[src/hdl/json_string_unescape_core_defines.svh]
// Shared assertion macros for the string unescape core.
// Both expect clk_i and rst_ni in the scope of the module that uses them.
`ifndef JSON_STRING_UNESCAPE_CORE_DEFINES_SVH
`define JSON_STRING_UNESCAPE_CORE_DEFINES_SVH

// Same-cycle implication, checked out of reset.
`define JSU_ASSERT_NOW(lbl, ante, cons, msg) \
  lbl: assert property (@(posedge clk_i) disable iff (!rst_ni) (ante) |-> (cons)) \
    else $error(msg);

// Next-cycle implication, checked out of reset.
`define JSU_ASSERT_NEXT(lbl, ante, cons, msg) \
  lbl: assert property (@(posedge clk_i) disable iff (!rst_ni) (ante) |=> (cons)) \
    else $error(msg);

`endif

[src/hdl/jsu_pkg.sv]
package jsu_pkg;

  // Characters with a special role in the string body
  localparam logic [7:0] CharQuote     = 8'h22;
  localparam logic [7:0] CharBackslash = 8'h5C;
  localparam logic [7:0] CharU         = 8'h75;

  // UTF-8 lead and continuation markers
  localparam logic [7:0] Utf8Lead2   = 8'hC0;
  localparam logic [7:0] Utf8Lead3   = 8'hE0;
  localparam logic [7:0] Utf8Cont    = 8'h80;
  localparam logic [7:0] Utf8SixMask = 8'h3F;
  localparam logic [15:0] Utf8TwoLimit   = 16'h0080;
  localparam logic [15:0] Utf8ThreeLimit = 16'h0800;

  // Number of hex bytes after backslash-u
  localparam logic [2:0] HexDigits = 3'd4;

  typedef enum logic [2:0] {
    MODE_PLAIN = 3'b001,
    MODE_ESC   = 3'b010,
    MODE_HEX   = 3'b100
  } jsu_mode_e;

  // Results caused by one input byte: one to three entries
  typedef struct packed {
    logic            has;
    logic [2:0][7:0] bytes;
    logic [1:0]      cnt;
    logic            bvalid;
    logic            done;
    logic            unterm;
  } jsu_group_t;

  typedef struct packed {
    logic [2:0][7:0] bytes;
    logic [1:0]      cnt;
  } jsu_utf8_t;

  // Return {is_hex, value}
  function automatic logic [4:0] hex_value(input logic [7:0] c);
    logic [4:0] r;
    r = 5'd0;
    if (c >= 8'h30 && c <= 8'h39) begin
      r = {1'b1, c[3:0]};
    end else if ((c >= 8'h61 && c <= 8'h66) || (c >= 8'h41 && c <= 8'h46)) begin
      r = {1'b1, c[3:0] + 4'd9};
    end
    return r;
  endfunction

  function automatic logic [7:0] map_escape(input logic [7:0] c);
    logic [7:0] r;
    unique case (c)
      8'h62:   r = 8'h08;
      8'h66:   r = 8'h0C;
      8'h6E:   r = 8'h0A;
      8'h72:   r = 8'h0D;
      8'h74:   r = 8'h09;
      default: r = c;
    endcase
    return r;
  endfunction

  function automatic jsu_utf8_t utf8_encode(input logic [15:0] cp);
    jsu_utf8_t r;
    r.bytes = '0;
    if (cp < Utf8TwoLimit) begin
      r.bytes[0] = cp[7:0];
      r.cnt      = 2'd1;
    end else if (cp < Utf8ThreeLimit) begin
      r.bytes[0] = Utf8Lead2 | {3'd0, cp[10:6]};
      r.bytes[1] = Utf8Cont | ({2'd0, cp[5:0]} & Utf8SixMask);
      r.cnt      = 2'd2;
    end else begin
      r.bytes[0] = Utf8Lead3 | {4'd0, cp[15:12]};
      r.bytes[1] = Utf8Cont | ({2'd0, cp[11:6]} & Utf8SixMask);
      r.bytes[2] = Utf8Cont | ({2'd0, cp[5:0]} & Utf8SixMask);
      r.cnt      = 2'd3;
    end
    return r;
  endfunction

endpackage

[src/hdl/json_string_unescape_core.sv]
// Streaming unescaper for the body of a JSON string, opening quote already
// consumed. One raw byte enters per transaction; each gives zero to three
// result transactions (plain and escaped bytes give one, a \u escape gives its
// UTF-8 encoding of one to three bytes, a closing quote gives one byte-less
// result with string_done). The input takes a byte every cycle unless
// in_stall_o is high; the path is an input register, combinational decode
// against the escape state, and a result group register that hands out one
// result per cycle while out_stall_i is low. A byte waits in the input register
// until the group register is free. Sustained rate is one input byte per cycle
// while each byte yields at most one result and out_stall_i is low; a byte with
// more results holds the group register, and the input backs up behind it.
module json_string_unescape_core (
  input  logic       clk_i,
  input  logic       rst_ni,
  input  logic       in_valid_i,
  output logic       in_stall_o,
  input  logic [7:0] in_byte_i,
  input  logic       text_end_i,
  output logic       out_valid_o,
  input  logic       out_stall_i,
  output logic [7:0] out_byte_o,
  output logic       byte_valid_o,
  output logic       run_last_o,
  output logic       string_done_o,
  output logic       unterminated_o
);

  logic                st_valid;
  logic [7:0]          st_byte;
  logic                st_end;
  logic                grp_free;
  logic                fire;
  jsu_pkg::jsu_group_t grp;

  // Decode when a byte is waiting and the group register frees up
  assign fire = st_valid && grp_free;

  jsu_in_stage u_in_stage (
    .clk_i      (clk_i),
    .rst_ni     (rst_ni),
    .in_valid_i (in_valid_i),
    .in_stall_o (in_stall_o),
    .in_byte_i  (in_byte_i),
    .text_end_i (text_end_i),
    .take_i     (grp_free),
    .valid_o    (st_valid),
    .byte_o     (st_byte),
    .end_o      (st_end)
  );

  jsu_decode u_decode (
    .clk_i      (clk_i),
    .rst_ni     (rst_ni),
    .fire_i     (fire),
    .in_byte_i  (st_byte),
    .text_end_i (st_end),
    .grp_o      (grp)
  );

  jsu_out_stage u_out_stage (
    .clk_i          (clk_i),
    .rst_ni         (rst_ni),
    .fire_i         (fire),
    .grp_i          (grp),
    .free_o         (grp_free),
    .out_valid_o    (out_valid_o),
    .out_stall_i    (out_stall_i),
    .out_byte_o     (out_byte_o),
    .byte_valid_o   (byte_valid_o),
    .run_last_o     (run_last_o),
    .string_done_o  (string_done_o),
    .unterminated_o (unterminated_o)
  );

endmodule

[src/hdl/jsu_in_stage.sv]
module jsu_in_stage (
  input  logic       clk_i,
  input  logic       rst_ni,
  input  logic       in_valid_i,
  output logic       in_stall_o,
  input  logic [7:0] in_byte_i,
  input  logic       text_end_i,
  input  logic       take_i,
  output logic       valid_o,
  output logic [7:0] byte_o,
  output logic       end_o
);

  logic       valid_q, valid_d;
  logic [7:0] byte_q;
  logic       end_q;
  logic       accept;

  // Hold the byte until the decoder can take it
  assign in_stall_o = valid_q && !take_i;
  assign accept     = in_valid_i && !in_stall_o;
  assign valid_d    = accept || (valid_q && !take_i);

  always_ff @(posedge clk_i or negedge rst_ni) begin
    if (!rst_ni) begin
      valid_q <= 1'b0;
    end else begin
      valid_q <= valid_d;
    end
  end

  always_ff @(posedge clk_i) begin
    if (accept) begin
      byte_q <= in_byte_i;
      end_q  <= text_end_i;
    end
  end

  assign valid_o = valid_q;
  assign byte_o  = byte_q;
  assign end_o   = end_q;

endmodule

[src/hdl/jsu_decode.sv]
module jsu_decode (
  input  logic               clk_i,
  input  logic               rst_ni,
  input  logic               fire_i,
  input  logic [7:0]         in_byte_i,
  input  logic               text_end_i,
  output jsu_pkg::jsu_group_t grp_o
);

  `include "json_string_unescape_core_defines.svh"

  jsu_pkg::jsu_mode_e mode_q, mode_d;
  logic [2:0]         hex_cnt_q, hex_cnt_d;
  logic [15:0]        acc_q, acc_d;
  logic               stop_q, stop_d;

  logic [4:0]         hv;
  logic [15:0]        acc_upd;
  logic [2:0]         cnt_inc;
  jsu_pkg::jsu_utf8_t enc;
  logic [2:0][7:0]    bytes;
  logic [1:0]         nbytes;
  logic               ended;
  logic               unterm;

  assign hv      = jsu_pkg::hex_value(in_byte_i);
  assign acc_upd = (!stop_q && hv[4]) ? {acc_q[11:0], hv[3:0]} : acc_q;
  assign cnt_inc = hex_cnt_q + 3'd1;
  assign enc     = jsu_pkg::utf8_encode(acc_upd);

  // Decode one byte against the escape state
  always_comb begin
    mode_d    = mode_q;
    hex_cnt_d = hex_cnt_q;
    acc_d     = acc_q;
    stop_d    = stop_q;
    bytes     = '0;
    nbytes    = 2'd0;
    ended     = 1'b0;
    unterm    = 1'b0;
    unique case (mode_q)
      jsu_pkg::MODE_ESC: begin
        if (in_byte_i == jsu_pkg::CharU) begin
          mode_d    = jsu_pkg::MODE_HEX;
          hex_cnt_d = 3'd0;
          acc_d     = 16'd0;
          stop_d    = 1'b0;
          // Cut short right after backslash-u: code point zero
          if (text_end_i) begin
            nbytes = 2'd1;
          end
        end else begin
          bytes[0] = jsu_pkg::map_escape(in_byte_i);
          nbytes   = 2'd1;
          mode_d   = jsu_pkg::MODE_PLAIN;
        end
      end
      jsu_pkg::MODE_HEX: begin
        acc_d     = acc_upd;
        stop_d    = stop_q || !hv[4];
        hex_cnt_d = cnt_inc;
        if (cnt_inc >= jsu_pkg::HexDigits || text_end_i) begin
          bytes  = enc.bytes;
          nbytes = enc.cnt;
          mode_d = jsu_pkg::MODE_PLAIN;
        end
      end
      default: begin
        if (in_byte_i == jsu_pkg::CharQuote) begin
          ended = 1'b1;
        end else if (in_byte_i == jsu_pkg::CharBackslash) begin
          mode_d = jsu_pkg::MODE_ESC;
          // Lone backslash at end of text flushes a NUL
          if (text_end_i) begin
            nbytes = 2'd1;
          end
        end else begin
          bytes[0] = in_byte_i;
          nbytes   = 2'd1;
        end
      end
    endcase

    if (!ended && text_end_i) begin
      ended  = 1'b1;
      unterm = 1'b1;
    end

    // Return to plain state once the string is over
    if (ended) begin
      mode_d    = jsu_pkg::MODE_PLAIN;
      hex_cnt_d = 3'd0;
      acc_d     = 16'd0;
      stop_d    = 1'b0;
    end
  end

  // Pack the result group; a flag-only result carries no byte
  always_comb begin
    grp_o.has    = (nbytes != 2'd0) || ended;
    grp_o.bytes  = bytes;
    grp_o.cnt    = (nbytes != 2'd0) ? nbytes : 2'd1;
    grp_o.bvalid = (nbytes != 2'd0);
    grp_o.done   = ended;
    grp_o.unterm = unterm;
  end

  always_ff @(posedge clk_i or negedge rst_ni) begin
    if (!rst_ni) begin
      mode_q    <= jsu_pkg::MODE_PLAIN;
      hex_cnt_q <= 3'd0;
      acc_q     <= 16'd0;
      stop_q    <= 1'b0;
    end else if (fire_i) begin
      mode_q    <= mode_d;
      hex_cnt_q <= hex_cnt_d;
      acc_q     <= acc_d;
      stop_q    <= stop_d;
    end
  end

  `JSU_ASSERT_NOW(a_hex_cnt_range, mode_q == jsu_pkg::MODE_HEX, hex_cnt_q < jsu_pkg::HexDigits,
                  "hex digit count ran past four")
  `JSU_ASSERT_NEXT(a_done_resets, fire_i && grp_o.done,
                   mode_q == jsu_pkg::MODE_PLAIN && hex_cnt_q == 3'd0 && acc_q == 16'd0,
                   "decoder state not cleared at end of string")

endmodule

[src/hdl/jsu_out_stage.sv]
module jsu_out_stage (
  input  logic               clk_i,
  input  logic               rst_ni,
  input  logic               fire_i,
  input  jsu_pkg::jsu_group_t grp_i,
  output logic               free_o,
  output logic               out_valid_o,
  input  logic               out_stall_i,
  output logic [7:0]         out_byte_o,
  output logic               byte_valid_o,
  output logic               run_last_o,
  output logic               string_done_o,
  output logic               unterminated_o
);

  `include "json_string_unescape_core_defines.svh"

  logic                valid_q;
  logic [1:0]          idx_q;
  jsu_pkg::jsu_group_t grp_q;
  logic                take;
  logic                last_sel;

  assign take     = valid_q && !out_stall_i;
  assign last_sel = (idx_q == grp_q.cnt - 2'd1);
  assign free_o   = !valid_q || (take && last_sel);

  // Load a new group or step through the current one
  always_ff @(posedge clk_i or negedge rst_ni) begin
    if (!rst_ni) begin
      valid_q <= 1'b0;
      idx_q   <= 2'd0;
    end else if (fire_i) begin
      valid_q <= grp_i.has;
      idx_q   <= 2'd0;
    end else if (take) begin
      if (last_sel) begin
        valid_q <= 1'b0;
      end else begin
        idx_q <= idx_q + 2'd1;
      end
    end
  end

  always_ff @(posedge clk_i) begin
    if (fire_i) begin
      grp_q <= grp_i;
    end
  end

  // Select the current result
  always_comb begin
    unique case (idx_q)
      2'd0:    out_byte_o = grp_q.bytes[0];
      2'd1:    out_byte_o = grp_q.bytes[1];
      2'd2:    out_byte_o = grp_q.bytes[2];
      default: out_byte_o = 8'd0;
    endcase
  end

  assign out_valid_o    = valid_q;
  assign byte_valid_o   = grp_q.bvalid;
  assign run_last_o     = last_sel;
  assign string_done_o  = last_sel && grp_q.done;
  assign unterminated_o = last_sel && grp_q.done && grp_q.unterm;

  `JSU_ASSERT_NOW(a_idx_in_group, valid_q, idx_q < grp_q.cnt && grp_q.cnt != 2'd0,
                  "result index outside its group")
  `JSU_ASSERT_NOW(a_flag_only, valid_q && !grp_q.bvalid,
                  grp_q.cnt == 2'd1 && grp_q.done && out_byte_o == 8'd0,
                  "byte-less result that does not end the string")
  `JSU_ASSERT_NEXT(a_step_on, take && !last_sel && !fire_i,
                   valid_q && idx_q == $past(idx_q) + 2'd1,
                   "group did not advance after a taken result")

endmodule
[config.mk]
export PLATFORM = sky130hd
export DESIGN_NAME = json_string_unescape_core
export DESIGN_NICKNAME = d
export VERILOG_FILES = /design/src/hdl/jsu_pkg.sv /design/src/hdl/json_string_unescape_core.sv /design/src/hdl/jsu_in_stage.sv /design/src/hdl/jsu_decode.sv /design/src/hdl/jsu_out_stage.sv
export VERILOG_INCLUDE_DIRS = /design/src /design/src/hdl
export SDC_FILE = /design/constraint.sdc
export NUM_CORES = 1
export LEC_CHECK = 0
export ABC_AREA = 1
export BUFFER_PORTS_ARGS = -buffer_cell sky130_fd_sc_hd__clkbuf_2
export CAP_MARGIN = 10
export CELL_PAD_IN_SITES_DETAIL_PLACEMENT = 0
export CELL_PAD_IN_SITES_GLOBAL_PLACEMENT = 1
export CORE_MARGIN = 2
export CORE_UTILIZATION = 41
export CTS_CLUSTER_SIZE = 10
export DETAILED_ROUTE_END_ITERATION = 10
export PLACE_DENSITY_LB_ADDON = 0.1
export SETUP_SLACK_MARGIN = 0.4
export SYNTH_ARGS = -nofsm -noshare
export SYNTH_HDL_FRONTEND = slang
export SYNTH_SLANG_ARGS = --single-unit
[constraint.sdc]
create_clock -name clk_i -period 2.42 [get_ports clk_i]
set_input_delay 0.363 -clock clk_i [delete_from_list [all_inputs] [get_ports clk_i]]
set_output_delay 0.363 -clock clk_i [all_outputs]
set_load 0.1 [all_outputs]
==> run summary, run 1 <==
=====================================================================================
Worst EP required                                                             2.49 ns
Top cells by area in the synthesized netlist                             sky130_fd_sc_hd__edfxtp_1, sky130_fd_sc_hd__dfrtp_1, sky130_fd_sc_hd__nand2_1, sky130_fd_sc_hd__inv_1, sky130_fd_sc_hd__nand3_1
Vias per inst                                                                    5.15
Final layout net count                                                            539
Netlist cell types                                                                 36
Non-filler instance count after layout                                            626
Count of final setup violators                                                      0
Synth Register Bits                                                                63
Number of placement rows                                                           33
Starting DRT DRC Count                                                            246
Prevailing post-synth register cell                                      sky130_fd_sc_hd__edfxtp_1
Placeable core region                                                    0.00830 mm^2
Final hold slack                                                            0.0700 ns
Overflow left after global routing                                                  0
H-tree depth                                                                        3
First-pass DRT Iterations                                                           4
Clk pin slew, worst setup/hold paths                                          0.08 ns
Routability-driven placement congestion ratio                                   0.909
Mapped Area                                                              0.00354 mm^2
Unrepaired setup endpoints after global routing                                   yes
Number of hold buffers added after CTS                                              0
Count of flip-flops with a built-in enable after synthesis                         36
# fillers                                                                         651
Die width                                                                     96.9 um
Post-detailed-placement half-perimeter wirelength                             6560 um
Proportion of synthesized chip area in sequential cells                         0.497
Maximum clock insertion buffer count                                                2
# IOs                                                                              27
Initial antenna violation count                                                     0
Highest Clock Rate                                                            425 MHz
Die Height                                                                    96.9 um
Antenna violation net count after detailed routing                                  0
Largest clock skew in the final design                                      0.0133 ns
Worst setup slack after placement                                        -0.000843 ns
Max-Slew Margin vs Limit                                                        0.505
Share of synthesized flip-flops with an asynchronous set or reset               0.429
Final worst-path cycle share                                                    0.972
Total routing usage reported by global routing                                  0.211
DRC                                                                                 0
Gate Count Post-Synth                                                             419
Worst Max-Slew Pin Slew                                                      0.742 ns
Number of buffers inserted during clock tree synthesis                              9
Number of maximum-capacitance violations                                            0
Final Core Density                                                              0.653
Number of global-route vias before repair                                       3,091
Number of port buffers                                                             26
Library cell with the largest summed area after synthesis                sky130_fd_sc_hd__edfxtp_1
Path class of the lowest-slack min-delay path                             in -> async
Global-route wire length before repair                                      15,700 um
Crit path kind                                                             reg -> reg
Result of the run                                                        finished, final reports clean
Synth Warn #                                                                        0
WL final                                                                    10,100 um
Biggest fanout along the worst timing path                                          7
Area of the die                                                          0.00938 mm^2
Final critical path time including I/O delays and setup                       2.35 ns
Clock sink total                                                                   63
Average routed wire per standard cell                                         16.2 um
Worst Slack Setup Final                                                     0.0686 ns
Share of post-route cells with drive strength above 1                           0.476
Total count of max-transition violations in the final report                        0
Synthesized netlist net count                                                     442
Initial core utilization                                                        0.426
Kind of start point of the critical path                                         flop
Worst setup EP type                                                              flop
Maximum number of pins on one net before global-route repair                       28
Via total after detailed routing                                                3,227
Final-report hold violation count                                                   0
Cells after DPL                                                                   571
# diodes                                                                            0
Area growth from synthesis to final layout                                      53.4%
Data arrival time of the critical path                                        2.42 ns
Proportion of netlist area held by the largest area contributor                 0.306
Clock tree from TritonCTS                                                        done
Cell at the root of the clock tree                                       sky130_fd_sc_hd__clkbuf_8
Commonest non-fill, non-tap cells in the layout                          sky130_fd_sc_hd__nand2_1, sky130_fd_sc_hd__inv_1, sky130_fd_sc_hd__buf_4
Most frequent standard cell in the layout excluding fill and tap cells   sky130_fd_sc_hd__nand2_1
Latest clock arrival within the worst-skew pair                               0.35 ns
Minimum setup slack among reg-to-reg paths                                    0.07 ns
Syn Area/Cell                                                               8.44 um^2
=====================================================================================
final cells by class:
cell class / count / area (um^2) / share of cell area
inverter: 72 / 293 / 0.0540
timing repair buffer: 94 / 956 / 0.176
clock buffer: 13 / 159 / 0.0293
sequential: 63 / 1760 / 0.325
multi-input combinational: 276 / 2060 / 0.380
tap: 105 / 131 / 0.0242
clock inverter: 3 / 65.1 / 0.0120
kinds of logic after synthesis:
group	Yosys count	share of synthesized area
compound gates	71	0.117
xor+xnor	5	0.0124
fa+ha+maj	10	0.0354
buf+inv	82	0.0952
flops	63	0.497
simple gates	188	0.242
stage by stage:
step | setup TNS (ns) | cell area, um^2
global route | -0.407 | 5420
CTS | 0 | 4970
global placement | 0 | 4060
finish | 0 | 5420
floorplan | 0 | 3630
detailed placement | -0.000843 | 4060
routing by layer:
layer	GRT usage	wire length, um	vias up
li1	-	-	1581
met1	0.288	4410	1525
met2	0.332	5000	97
met3	0.0368	444	24
met4	0.0845	286	0
met5	0	0	-
state kept, by name, indices dropped and copies added (netlist names):
register / cells
u_in_stage.byte_o: 8
u_out_stage.out_valid_o: 1
u_in_stage.end_o: 1
u_decode.stop_q: 1
u_out_stage.idx_q: 2
u_in_stage.valid_o: 1
u_decode.hex_cnt_q: 3
u_decode.acc_q: 16
u_out_stage.byte_valid_o: 1
u_decode.mode_q: 3
u_out_stage.grp_q: 26
cell usage after synthesis (3+ instances only):
cell / n
sky130_fd_sc_hd__a21oi_1: 12
sky130_fd_sc_hd__buf_2: 5
sky130_fd_sc_hd__buf_6: 3
sky130_fd_sc_hd__dfrtp_1: 26
sky130_fd_sc_hd__edfxtp_1: 36
sky130_fd_sc_hd__ha_1: 10
sky130_fd_sc_hd__inv_1: 69
sky130_fd_sc_hd__inv_2: 3
sky130_fd_sc_hd__nand2_1: 98
sky130_fd_sc_hd__nand2_2: 3
sky130_fd_sc_hd__nand2_4: 3
sky130_fd_sc_hd__nand3_1: 30
sky130_fd_sc_hd__nand4_1: 5
sky130_fd_sc_hd__nor2_1: 32
sky130_fd_sc_hd__nor3_1: 5
sky130_fd_sc_hd__o211ai_1: 7
sky130_fd_sc_hd__o21ai_0: 23
sky130_fd_sc_hd__o21ai_1: 10
sky130_fd_sc_hd__o22ai_1: 14
sky130_fd_sc_hd__xor2_1: 3
worst max-delay path, stage by stage, from the launching register on:
cell	delay, ns
sky130_fd_sc_hd__edfxtp_1	0.41
sky130_fd_sc_hd__inv_2	0.13
sky130_fd_sc_hd__ha_4	0.15
sky130_fd_sc_hd__nor2_1	0.04
sky130_fd_sc_hd__nand2_1	0.10
sky130_fd_sc_hd__nand3_4	0.11
sky130_fd_sc_hd__nand2_8	0.14
sky130_fd_sc_hd__nand2_8	0.09
sky130_fd_sc_hd__nand2_2	0.11
sky130_fd_sc_hd__o21ai_4	0.07
sky130_fd_sc_hd__nand2_2	0.08
sky130_fd_sc_hd__nor2_4	0.05
sky130_fd_sc_hd__buf_6	0.13
sky130_fd_sc_hd__buf_4	0.13
sky130_fd_sc_hd__nand2_1	0.07
sky130_fd_sc_hd__nand3_2	0.08
sky130_fd_sc_hd__nand3_2	0.07
sky130_fd_sc_hd__o211ai_1	0.10
timing repair:
action                                  CTS  global route
pin swaps                                31            31
gates resized for setup                 107           113
cloned                                    5             1
setup buffers                            23            10
endpoints found under the setup margin   85            96
path summary, 6_finish.rpt:
| path | startpoint | end | depth (start not counted) |
|---|---|---|---|
| max in group asynchronous | rst_ni | u_out_stage.idx_q[0]$_DFFE_PN0P_ | 1 |
| max reg2reg | u_in_stage.byte_o[1]$_DFFE_PP_ | u_out_stage.grp_q[5]$_DFFE_PP_ | 17 |
| max | u_in_stage.byte_o[1]$_DFFE_PP_ | u_out_stage.grp_q[5]$_DFFE_PP_ | 17 |
| min reg2reg | u_decode.hex_cnt_q[1]$_DFFE_PN0P_ | u_decode.hex_cnt_q[1]$_DFFE_PN0P_ | 2 |
| min in group clk_i | in_byte_i[2] | u_in_stage.byte_o[2]$_DFFE_PP_ | 1 |
| min | rst_ni | u_decode.mode_q[2]$_DFFE_PN0P_ | 1 |
Power of run 1 is not shown: default switching activity piles up to over one toggle a cycle in this logic, so the estimate is an artifact.
==> run 2, diff against run 1 <==
- ABC_AREA: 1 -> default
- CORE_UTILIZATION: 41 -> 43
==> run 2 against run 1 <==
  * Worst setup slack worse by 0.29 ns
  * Die area grew 1.2%
  * Highest routed layer unchanged
  * The flow now finishes with violations (setup timing)
  * Critical path depth down 12
  * Critical endpoint is now u_out_stage.grp_q[3]$_SDFFCE_PN1P_
  * Final cell count decreased by 7.5%
  * Via count rose by 2.7%
  * Utilization down 0.15 points
  * Wire length is 6.6% higher
==> run summary, run 2 <==
=====================================================================================
Most frequent standard cell in the layout excluding fill and tap cells   sky130_fd_sc_hd__buf_4
Overflow left after global routing                                                  0   unchanged
Total area of multi-input combinational cells                            0.00230 mm^2   +12%
Number of hold buffers added after CTS                                              0   unchanged
Clk pin slew, worst setup/hold paths                                          0.07 ns   about the same
Number of global-route vias before repair                                       3,226   +4.4%
Area of the die                                                          0.00949 mm^2   +1.2%
Synth Register Bits                                                                63   unchanged
Total count of max-transition violations in the final report                        0   unchanged
Result of the run                                                        finished, violations left
Logic depth of the worst register-to-register path                                  5   -12
Cell at the root of the clock tree                                       sky130_fd_sc_hd__clkbuf_8
Largest clock skew in the final design                                     0.00828 ns   -0.00502 ns
Total routing usage reported by global routing                                  0.232   +0.0217
Max stage delay on crit path                                                  0.54 ns   +0.13 ns
Slowest library cell on the worst path                                   sky130_fd_sc_hd__or4_4
Max-Slew Margin vs Limit                                                        0.506   +0.00146
Latest clock arrival within the worst-skew pair                               0.34 ns   about the same
Area used by sequential logic in the layout                              0.00176 mm^2   about the same
Leakage power total                                                        0.00220 uW
Count of flip-flops with a built-in enable after synthesis                         36   unchanged
Largest register FFs                                                               26   unchanged
Minimum setup slack among reg-to-reg paths                                   -0.22 ns   -0.29 ns
Maximum clock insertion buffer count                                                2   unchanged
Power density of the placed cells                                        1330 mW/mm^2
Layer carrying the most global-route usage                                       met2
Via total after detailed routing                                                3,315   +2.7%
# fillers                                                                         710   +9.1%
Top cells by area in the synthesized netlist                             sky130_fd_sc_hd__edfxtp_1, sky130_fd_sc_hd__dfrtp_1, sky130_fd_sc_hd__a22o_1, sky130_fd_sc_hd__nand2_1, sky130_fd_sc_hd__nor2_1
Area after detailed placement                                            0.00450 mm^2   +11%
Final layout net count                                                            489   -9.3%
Met2 layer usage reported by global route                                       0.377   +0.0444
Met3 layer usage reported by global route                                      0.0410   +0.00416
Initial core utilization                                                        0.437   +0.0108
Cells after DPL                                                                   532   -6.8%
Path class of the lowest-slack min-delay path                             in -> async
Netlist cell types                                                                 73   +100%
Synthesized netlist net count                                                     385   -13%
Most instantiated library cell after synthesis                           sky130_fd_sc_hd__edfxtp_1
Highest Clock Rate                                                            379 MHz   -11%
Die width                                                                     97.4 um   +0.58%
WL final                                                                    10,800 um   +6.6%
Total power                                                                   7460 uW
Reg-to-Reg Start                                                         u_in_stage.byte_o[7]$_DFFE_PP_
Worst Slack Setup Final                                                     -0.217 ns   -0.286 ns
Clock tree from TritonCTS                                                        done
Register with the most flip-flops                                        u_out_stage.grp_q
Number of buffers inserted during clock tree synthesis                              9   unchanged
Share of post-route cells with drive strength above 1                           0.473   -0.00255
Worst reg2reg endpoint                                                   u_out_stage.grp_q[3]$_SDFFCE_PN1P_
Area growth from synthesis to final layout                                      49.2%
Peak VDD IR                                                                    878 uV
Worst EP required                                                             2.50 ns   about the same
Proportion of netlist area held by the largest area contributor                 0.288   -0.0177
Proportion of synthesized chip area in sequential cells                         0.468   -0.0288
Failing checks                                                           setup timing
Placeable core region                                                    0.00859 mm^2   +3.5%
Met1 track demand over resource in global routing                               0.320   +0.0323
Unrepaired setup endpoints after global routing                                   yes
Crit path kind                                                             reg -> reg
Routability-driven placement congestion ratio                                   0.956   +5.2%
Initial antenna violation count                                                     0   unchanged
H-tree depth                                                                        3   unchanged
Non-filler instance count after layout                                            579   -7.5%
Average routed wire per standard cell                                         18.7 um   +15%
Prevailing post-synth register cell                                      sky130_fd_sc_hd__edfxtp_1
Vias per inst                                                                    5.73   +11%
Gate Count Post-Synth                                                             362   -14%
Share of synthesized flip-flops with an asynchronous set or reset               0.429   unchanged
Worst setup EP type                                                              flop
Number of maximum-capacitance violations                                            0   unchanged
Final-report hold violation count                                                   0   unchanged
Starting DRT DRC Count                                                            322   +31%
Clock sink total                                                                   63   unchanged
Die Height                                                                    97.4 um   +0.58%
Kind of start point of the critical path                                         flop
Biggest fanout along the worst timing path                                          5   -2
Syn Area/Cell                                                               10.4 um^2   +23%
DRC                                                                                 0   unchanged
Worst Max-Slew Pin Slew                                                      0.740 ns   -0.00219 ns
CP cell instances                                                        or3b_4 -> or4_4 -> a21oi_4 -> mux2_4 -> or4_1
Number of buffer and inverter instances along the worst setup path                  0   -3
Final hold slack                                                            0.0725 ns   +0.00245 ns
Final critical path time including I/O delays and setup                       2.64 ns   +0.286 ns
Maximum number of pins on one net before global-route repair                       28   unchanged
Post-detailed-placement half-perimeter wirelength                             7520 um   +15%
Data arrival time of the critical path                                        2.72 ns   +0.30 ns
Final std cell area, no fill                                             0.00560 mm^2   +3.3%
Library cell with the largest summed area after synthesis                sky130_fd_sc_hd__edfxtp_1
Count of final setup violators                                                     33   +33
# IOs                                                                              27   unchanged
Antenna violation net count after detailed routing                                  0   unchanged
Synth Warn #                                                                        0   unchanged
Commonest cells in the synthesized netlist                               sky130_fd_sc_hd__edfxtp_1, sky130_fd_sc_hd__nand2_1, sky130_fd_sc_hd__nor2_1
Commonest non-fill, non-tap cells in the layout                          sky130_fd_sc_hd__buf_4, sky130_fd_sc_hd__edfxtp_1, sky130_fd_sc_hd__nand2_1
Number of port buffers                                                             26   unchanged
# diodes                                                                            0   unchanged
First-pass DRT Iterations                                                           7   +3
Final worst-path cycle share                                                     1.09   +0.118
Number of placement rows                                                           34   +3.0%
Top delay family on crit path                                            simple AND/OR/NAND/NOR gates
Mapped Area                                                              0.00375 mm^2   +6.2%
Global-route wire length before repair                                      17,300 um   +10%
=====================================================================================
run 2: changes by cell type after synthesis, moves of 10 or more:
cell,delta
sky130_fd_sc_hd__a22o_1,+15
sky130_fd_sc_hd__nor2b_1,+10
sky130_fd_sc_hd__nand2_1,-64
sky130_fd_sc_hd__o22ai_1,-12
sky130_fd_sc_hd__inv_1,-57
sky130_fd_sc_hd__nand3_1,-28
run 2: timing repair:
| item | in CTS | in global routing |
|---|---|---|
| pin swaps | 14 | 23 |
| resized for setup | 80 | 50 |
| endpoints found under the setup margin | 88 | 91 |
| setup buffers | 19 | 9 |
| cloned | 1 | 2 |
| hold endpoints to repair | 0 | 0 |
run 2: cells by family after synthesis:
group	count (synthesis)	share of synthesized area
flip-flops	63	0.468
XOR/XNOR	3	0.00700
buffers and inverters	33	0.0433
AND/OR/NAND/NOR	138	0.195
AO/OA/AOI/OAI	104	0.218
multiplexers	11	0.0350
adder cells (fa/ha/maj)	10	0.0333
run 2: worst max path at each step:
| stage | startpoint | endpoint | slack (ns) | cells past startpoint |
|---|---|---|---|---|
| after floorplan | u_in_stage.byte_o[3]$_DFFE_PP_ | u_out_stage.grp_q[3]$_SDFFCE_PN1P_ | -0.23 | 6 |
| after global placement | u_in_stage.byte_o[7]$_DFFE_PP_ | u_out_stage.grp_q[16]$_SDFFCE_PP0P_ | -0.12 | 7 |
| after detailed placement | u_in_stage.byte_o[0]$_DFFE_PP_ | u_out_stage.grp_q[3]$_SDFFCE_PN1P_ | -0.17 | 7 |
| after CTS | u_in_stage.byte_o[7]$_DFFE_PP_ | u_out_stage.grp_q[18]$_SDFFCE_PP0P_ | -0.18 | 7 |
| after global routing | u_in_stage.byte_o[7]$_DFFE_PP_ | u_out_stage.grp_q[18]$_SDFFCE_PP0P_ | -0.27 | 7 |
| final | u_in_stage.byte_o[7]$_DFFE_PP_ | u_out_stage.grp_q[3]$_SDFFCE_PN1P_ | -0.22 | 5 |
run 2: area by class of cell:
class | count | share of cell area
inverter | 15 | 0.0127
sequential | 63 | 0.314
tap | 108 | 0.0241
timing repair buffer | 111 | 0.202
clock inverter | 3 | 0.00759
multi-input combinational | 266 | 0.410
clock buffer | 13 | 0.0284
run 2: metal layers:
metal | vias up | routed length [um] | part of all wire
met2 | 93 | 5370 | 0.50
met4 | 0 | 175 | 0.016
met5 | - | 0 | 0
met1 | 1627 | 4860 | 0.45
li1 | 1578 | - | -
met3 | 17 | 407 | 0.038
run 2: worst reg2reg max path, cell delays in order, from the launching register on:
cell                       delay (ns)
sky130_fd_sc_hd__edfxtp_1        0.39
sky130_fd_sc_hd__or3b_4          0.41
sky130_fd_sc_hd__or4_4           0.54
sky130_fd_sc_hd__a21oi_4         0.26
sky130_fd_sc_hd__mux2_4          0.37
sky130_fd_sc_hd__or4_1           0.42
run 2: power breakdown:
| group | switching, uW | leakage [uW] | internal [uW] | total, uW |
|---|---|---|---|---|
| sequential | 226 | 0.000691 | 1550 | 1770 |
| combinational | 2740 | 0.00141 | 2000 | 4740 |
| clock | 409 | 0.0000996 | 531 | 940 |
run 2: per-stage QoR:
step	utilization	setup slack (ns)	setup TNS, ns
4_1_cts	0.612	-0.178	-1.69
2_1_floorplan	-	-0.227	-2.27
3_5_place_dp	0.524	-0.166	-1.66
5_1_grt	0.652	-0.275	-4.47
6_report	0.652	-0.217	-2.21
3_3_place_gp	0.524	-0.120	-0.973
Power figures use the tool's default switching activity.
